### config.mk
export PLATFORM = sky130hd
export DESIGN_NAME = spg_cfg
export DESIGN_NICKNAME = d
export VERILOG_FILES = /design/src/sv/spg_pkg.sv /design/src/sv/spg_cfg.sv
export SDC_FILE = /design/constraint.sdc
export NUM_CORES = 1
export LEC_CHECK = 0
export ABC_AREA = 1
export BUFFER_PORTS_ARGS = -buffer_cell sky130_fd_sc_hd__buf_4
export CELL_PAD_IN_SITES_DETAIL_PLACEMENT = 1
export CELL_PAD_IN_SITES_GLOBAL_PLACEMENT = 1
export CORE_UTILIZATION = 15
export DETAILED_ROUTE_END_ITERATION = 7
export PLACE_DENSITY_LB_ADDON = 0.12
export SLEW_MARGIN = 10
export SYNTH_ARGS = -nofsm -noshare
export SYNTH_HDL_FRONTEND = slang
export SYNTH_SLANG_ARGS = --single-unit
### constraint.sdc
create_clock -name clk -period 0.8 [get_ports clk]
set_input_delay 0.12 -clock clk [delete_from_list [all_inputs] [get_ports clk]]
set_output_delay 0.12 -clock clk [all_outputs]
set_load 0.01 [all_outputs]
### src/sv/spg_pkg.sv
`default_nettype none
// -----------------------------------------------------------------------------
// spg_pkg
// Shared constants of the Sobol point generator: field widths, command codes,
// register map and default sizes.
// -----------------------------------------------------------------------------
package spg_pkg;

	localparam int DEF_MAX_DIMS   = 16;
	localparam int DEF_WORD_BITS  = 32;
	localparam int DEF_MAX_DEGREE = 18;

	localparam int CMD_W   = 3;
	localparam int DIMF_W  = 4;
	localparam int DEG_W   = 5;
	localparam int COEFF_W = 17;
	localparam int WIDX_W  = 5;
	localparam int VAL_W   = 32;
	localparam int IDX_W   = 32;
	localparam int CFG_W   = 5;

	localparam int APB_AW = 3;
	localparam int APB_DW = 32;

	localparam logic [CFG_W-1:0] DIMS_RESET = 5'd1;

	// byte address of the dims_in_use register
	localparam logic [APB_AW-1:0] ADDR_DIMS_IN_USE = 3'd0;

	localparam logic [CMD_W-1:0] CMD_LOAD    = 3'd0;
	localparam logic [CMD_W-1:0] CMD_SHIFT   = 3'd1;
	localparam logic [CMD_W-1:0] CMD_POINT   = 3'd2;
	localparam logic [CMD_W-1:0] CMD_NEXT    = 3'd3;
	localparam logic [CMD_W-1:0] CMD_RESTART = 3'd4;

endpackage

`default_nettype wire

### src/sv/spg_cfg.sv
`default_nettype none
// -----------------------------------------------------------------------------
// spg_cfg
// APB register slice holding dims_in_use.
// -----------------------------------------------------------------------------
module spg_cfg import spg_pkg::*; (
	input  wire logic              clk,
	input  wire logic              arst_n,
	input  wire logic              psel,
	input  wire logic              penable,
	input  wire logic              pwrite,
	input  wire logic [APB_AW-1:0] paddr,
	input  wire logic [APB_DW-1:0] pwdata,
	output logic      [APB_DW-1:0] prdata,
	output logic                   pready,
	output logic      [CFG_W-1:0]  dims_in_use
);

	logic [CFG_W-1:0] dims_q;
	logic             hit;

	assign pready = 1'b1;
	// word aligned decode, byte lanes ignored
	assign hit = (paddr[APB_AW-1:2] == ADDR_DIMS_IN_USE[APB_AW-1:2]);

	always_ff @(posedge clk or negedge arst_n) begin
		if (!arst_n) begin
			dims_q <= DIMS_RESET;
		end else if (psel && penable && pwrite && pready && hit) begin
			dims_q <= pwdata[CFG_W-1:0];
		end
	end

	assign prdata      = hit ? {{(APB_DW-CFG_W){1'b0}}, dims_q} : '0;
	assign dims_in_use = dims_q;

endmodule

`default_nettype wire

==> results of run 1 <==
how the worst max path moves through the flow:
| stage | cells past startpoint | to | startpoint |
|---|---|---|---|
| global route | 3 | prdata[0] | dims_in_use[0] |
| floorplan | 2 | prdata[0] | dims_in_use[0] |
| CTS | 2 | dims_in_use[0] | dims_in_use[0] |
| finish | 3 | prdata[0] | dims_in_use[0] |
| detailed placement | 3 | prdata[0] | dims_in_use[0] |
| global placement | 3 | prdata[0] | dims_in_use[0] |
cell usage after synthesis (all sizes together):
library cell,instances
buf,28
nand2,12
inv,7
nor2,6
nand3,5
dfrtp,4
conb,2
dfstp,1
worst reg2reg max path: stages (launching register included):
cell and delay (ps):
dfstp_2 530, buf_4 110, nand2_1 50, nand2_1 50
through the flow:
stage               TNS, ps  utilization, %  setup WS (ps)  power [mW]  instance area (sq um)
finish                -2070            24.0           -308        1.20                    728
global route          -2630            24.0           -352        1.30                    728
CTS                   -1920            22.6           -324        1.14                    683
detailed placement     -126            20.0          -74.3       0.747                    606
global placement       -119            20.0          -71.4       0.742                    606
floorplan             -27.8               -          -27.8       0.634                    583
what timing repair did:
item / 4_1_cts / 5_1_grt
pin swaps: 1 / 1
setup buffers: 3 / 4
hold endpoints to repair: 5 / 0
setup endpoints to repair: 11 / 11
hold buffers: 1 / 0
resized for setup: 5 / 4
cell type report:
cell class	instances	area, sq um	share of cell area [%]
inverters	7	26.3	3.61
repair buffers	30	274	37.6
well taps	44	55.1	7.56
multi-input cells	51	220	30.2
clock buffers	4	26.3	3.61
flip-flops and latches	5	126	17.4
power groups by stage:
stage / sequential (mW) / clock (mW) / combinational, mW
after floorplan: 0.369 / 0 / 0.264
after global placement: 0.351 / 0 / 0.392
after detailed placement: 0.351 / 0 / 0.396
after CTS: 0.352 / 0.316 / 0.468
after global routing: 0.356 / 0.343 / 0.601
final: 0.350 / 0.301 / 0.547
logic make-up after synthesis:
group | count (synthesis) | share of synthesized area, %
other | 2 | 1.57
AND/OR/NAND/NOR | 23 | 22.5
buffers and inverters | 35 | 49.5
flip-flops | 5 | 26.4
per-layer routing:
| layer | GRT usage, % | vias up | wire [um] |
|---|---|---|---|
| met4 | 8.16 | 0 | 51 |
| met2 | 10.8 | 30 | 483 |
| met1 | 6.17 | 178 | 366 |
| met3 | 0.659 | 5 | 113 |
| met5 | 0 | - | 0 |
| li1 | - | 201 | - |
==> impl_results.md, run 1 <==
- Sw Share: ~33%
- Max H-tree Level: 1
- Total number of vias: 414
- Required time at the worst-slack endpoint: between 600 and 700 ps
- First-pass GRT wire length: roughly 1.6 mm
- Kind of critical path: reg -> out
- Final worst path period share: 138%
- Final setup viols: 10
- Clk pwr share: roughly a quarter
- Last weighted congestion value of the routability-driven placer: between 0.6 and 0.7
- Via count of the first global-routing pass: 368
- Leading cell type in the layout, fill and taps excluded: conb_1
- Skew-Pair Late Insertion Delay: ~250 ps
- Buffers on Ports: 20
- Outcome: finished with violations
- Residual antenna-violating net count after detailed routing: 0
- Number of primary I/O pins: 78
- Sequential Power Share: 29.2%
- Cell-internal power: a little over 800 uW
- Critical path endpoint category: output pin
- Cell at the root of the clock tree: clkbuf_4
- Row count: 20
- Y dimension of the die: 58.5 um
- Antenna violations before repair: 0
- Count of synthesis-stage warnings from yosys: 0
- Commonest cells after routing, fill and taps aside: conb_1 (28), buf_4 (19), nand2_1 (11)
- Capture instance of the worst register-to-register path: dims_in_use[0]
- Die width: roughly 58 um
- Largest driver fanout on the critical path: 2
- Final hold slack: around 110 ps
- Hold path depth: 3
- Largest stage delay on the critical path: 530 ps
- Total of fill cells in the finished design: 383
- Clock slew at the register clock pins of the worst setup and hold paths: 40 ps
- Buffer levels on the longest clock path: 2
- Class of the most critical hold timing path: in -> reg
- Cell area after technology mapping: about 480 sq um
- First DRT Iteration DRCs: 7
- Die area: 3420 sq um
- Layout Cells excl Fill: about 140
- Final hold violations: 0
- Clock Skew: 0 ps
- Layout-stage area growth over the synthesis result: 52.4%
- Leakage component of the power: roughly 0.43 nW
- Vias per std cell: 2.94
- Proportion of synthesized chip area in sequential cells: about a quarter
- Combinational share of power: ~46%
- Share of final-layout standard cells stronger than drive strength 1: between 30% and 40%
- Critical Path Slowest Stage Cell: dfstp_2
- Startpoint type of the worst setup path: register
- Net switching power: between 300 and 400 uW
- Max-cap viol count: 0
- Leftover overflow at the end of global routing: 0
- Synth top area share: 44.0%
- Crit path time final: between 1000 and 1500 ps
- Beginning of the worst register-to-register path: dims_in_use[0]
- Pins Over Slew Limit: 0
- Violated checks: negative setup slack
- Cell class contributing the biggest share of worst-path delay: flip-flops
- Startpoint of the most critical hold path: pwdata[1]
- Total Wirelength: about 1.0 mm
- Overall track demand over capacity in global routing: roughly 6.4%
- First-pass iteration count of the detailed router: 3
- TritonCTS clock tree: done
- Mean post-synth cell area: between 7 and 8 sq um
- Setup slack of the worst register-to-register path: 0 ps
- WP data arrival: around 990 ps
- Final worst-path setup slack: -308 ps
- Number of distinct library cells after synthesis: 10
- Unrepaired setup endpoints after global routing: true
- Detailed-placement wirelength estimate: ~840 um
- Number of instances in the synthesized netlist: between 60 and 70
- Inserted Clock Buffers: 3
- Fin nets: around 140
- Total inserted antenna cells: 0
- DRC errors left: 0
- Number of sinks handled by clock tree synthesis: 5
- Peak supply drop: slightly below 0.3 mV
- Number of flip-flops under the largest register name: 5
- Average wire per cell in the routed design: roughly 7.2 um
- Cell count after placement: between 100 and 150
- Cell types with the largest area share after synthesis: buf_4 (44%), dfrtp_1 (21%), nand2_1 (8.6%)
- Largest net degree at the start of global routing: 7
- Highest attainable clock frequency: 0.903 GHz
- Effective utilization at floorplan: about 16%
- Worst min-delay path endpoint: dims_in_use[1]
- Areal power density over the cells: between 1500 and 2000 nW/um^2
- List of cells traversed by the critical path: inv_2 -> nor2_4 -> buf_6
- Number of buffer and inverter instances along the worst setup path: 2
- Yosys reg bits: 5
- Cell type with the highest aggregate area in the netlist: buf_4
- Area inside the core boundary: ~3000 sq um
- Cell count of the worst reg-to-reg path: 3
No activity file was read; power rests on OpenSTA's default activity.
==> run 2, diff against run 1 <==
- REMOVE_ABC_BUFFERS: not set -> 1
==> run 2 against run 1 <==
  * Global-route usage down 0.37 points
  * Clock power down 1%
  * Clock-buffer cell count unchanged
  * Power down 2.8%
  * The flow still finishes with violations (negative setup slack)
  * Highest routed layer is now met3
  * Critical endpoint unchanged
  * Via count down 4.8%
  * Register-to-register slack about the same
  * Sequential share of layout area up 0.84 points
  * Routed wire length down 7.1%
==> impl_results.md, run 2 (same netlist as run 1, synthesis figures left out) <==
- Outcome: finished with violations
- Violated checks: negative setup slack
- Share of final-layout standard cells stronger than drive strength 1: 37.2% (-0.91 points)
- Row count: 20 (unchanged)
- Buffers on Ports: 20 (unchanged)
- Largest net degree at the start of global routing: 7 (unchanged)
- Die area: 3420 sq um (unchanged)
- Overall track demand over capacity in global routing: 6.05% (-0.37 points)
- First-pass GRT wire length: 1.48 mm (-5.3%)
- Setup TNS: -2090 ps (-21.9 ps)
- Total of fill cells in the finished design: 380 (-0.78%)
- Die width: 58.5 um (unchanged)
- Max-cap viol count: 0 (unchanged)
- Leakage component of the power: 0.408 nW (-4.5%)
- Area inside the core boundary: 3030 sq um (unchanged)
- Final setup viols: 11 (+1)
- TritonCTS clock tree: done
- Buffer levels on the longest clock path: 2 (unchanged)
- Layout Cells excl Fill: 138 (-2.1%)
- Unrepaired setup endpoints after global routing: true
- First-pass iteration count of the detailed router: 2 (-1)
- Cell at the root of the clock tree: clkbuf_4
- Clock Skew: 0 ps (unchanged)
- Average wire per cell in the routed design: 6.83 um (-5.1%)
- WP data arrival: 1010 ps (+20 ps)
- Final hold slack: 103 ps (-4.82 ps)
- Pins Over Slew Limit: 0 (unchanged)
- Residual antenna-violating net count after detailed routing: 0 (unchanged)
- Final hold violations: 0 (unchanged)
- Finished Cell Area: 694 sq um (-4.6%)
- Max H-tree Level: 1 (unchanged)
- Highest attainable clock frequency: 0.886 GHz (-1.8%)
- DRC errors left: 0 (unchanged)
- Clock slew at the register clock pins of the worst setup and hold paths: 50 ps (about the same)
- Startpoint of the most critical hold path: pwdata[0]
- Peak supply drop: 0.671 mV (+120%)
- Y dimension of the die: 58.5 um (unchanged)
- Cell count after placement: 128 (-0.78%)
- Largest driver fanout on the critical path: 2 (unchanged)
- Area occupied by multi-input gates: 218 sq um (-1.1%)
- Startpoint type of the worst setup path: register
- First DRT Iteration DRCs: 6 (-1)
- Worst setup slack before clock tree synthesis: -70.3 ps (+3.96 ps)
- Class of the most critical hold timing path: in -> reg
- Total Wirelength: 943 um (-7.1%)
- Area of placed instances: 578 sq um (-4.5%)
- Layout-stage area growth over the synthesis result: 45.3%
- CP startpoint: dims_in_use[0]
- Crit path time final: 1130 ps (+20.3 ps)
- Number of sinks handled by clock tree synthesis: 5 (unchanged)
- Detailed-placement wirelength estimate: 788 um (-6.7%)
- Fin nets: 135 (-2.2%)
- Effective utilization at floorplan: 15.8% (unchanged)
- Total number of vias: 394 (-4.8%)
- Number of primary I/O pins: 78 (unchanged)
- Total inserted antenna cells: 0 (unchanged)
- Final worst path period share: 141% (+2.5 points)
- Areal power density over the cells: 1680 nW/um^2 (+2.0%)
- Skew-Pair Late Insertion Delay: 240 ps (about the same)
- Via count of the first global-routing pass: 340 (-7.6%)
- Inserted Clock Buffers: 3 (unchanged)
- Number of flip-flops under the largest register name: 5 (unchanged)
- Commonest cells after routing, fill and taps aside: conb_1 (28), buf_4 (16), nand2_1 (10), buf_6 (10), inv_1 (6)
- Leftover overflow at the end of global routing: 0 (unchanged)
- Leading cell type in the layout, fill and taps excluded: conb_1
- Kind of critical path: reg -> out
- Required time at the worst-slack endpoint: 680 ps (about the same)
- Beginning of the worst register-to-register path: dims_in_use[1]
- Antenna violations before repair: 0 (unchanged)
- Last weighted congestion value of the routability-driven placer: 0.555 (-13%)
- Final worst-path setup slack: -328 ps (-20.3 ps)
- Vias per std cell: 2.86 (-2.8%)
- Area taken by flip-flops and latches: 126 sq um (unchanged)
- Critical path endpoint category: output pin
run 2: cell count changes in the layout (fill, tap and decap cells not counted), sizes merged:
| cell | change |
|---|---|
| buf | -3 |
run 2: worst max-delay path, cell delays in order (launching register included):
cell     delay, ps
dfstp_2        530
inv_2           30
nor2_2          90
buf_4          120
run 2: where the power goes:
group          total, mW  switching, mW  internal [mW]
sequential         0.345         0.0364          0.308
clock              0.297          0.108          0.189
combinational      0.523          0.236          0.287
run 2: per-layer routing:
layer | vias to the layer above | part of all wire [%] | global-route usage (%) | routed length, um
met1 | 167 | 42 | 6.43 | 393
met2 | 31 | 46 | 9.52 | 438
met4 | 0 | 0 | 5.10 | 0
met5 | - | 0 | 0 | 0
met3 | 0 | 12 | 2.20 | 110
li1 | 196 | - | - | -
run 2: metrics by stage:
step / utilization [%] / power, mW
final: 22.9 / 1.17
after floorplan: - / 0.520
after CTS: 20.9 / 1.08
after global routing: 22.9 / 1.27
after global placement: 19.1 / 0.718
after detailed placement: 19.1 / 0.719
run 2: repair_timing:
item,4_1_cts,5_1_grt
resized for setup,5,8
endpoints found under the hold margin,5,0
pin swaps,2,4
hold buffers,1,0
endpoints found under the setup margin,10,11
setup buffers,0,5
run 2: cell type report:
type                            count  area share [%]
Timing Repair Buffer               27            35.0
Tap cell                           44            7.93
Inverter                            7            3.78
Clock buffer                        4            3.78
Multi-Input combinational cell     51            31.4
Sequential cell                     5            18.2
run 2: worst paths after layout:
check	depth (start not counted)	to	slack, ps
min reg2reg	2	dims_in_use[2]	520
min	3	dims_in_use[0]	100
max	3	prdata[0]	-330
min in group asynchronous	2	dims_in_use[4]	210
max in group asynchronous	2	dims_in_use[0]	390
max reg2reg	4	dims_in_use[1]	0
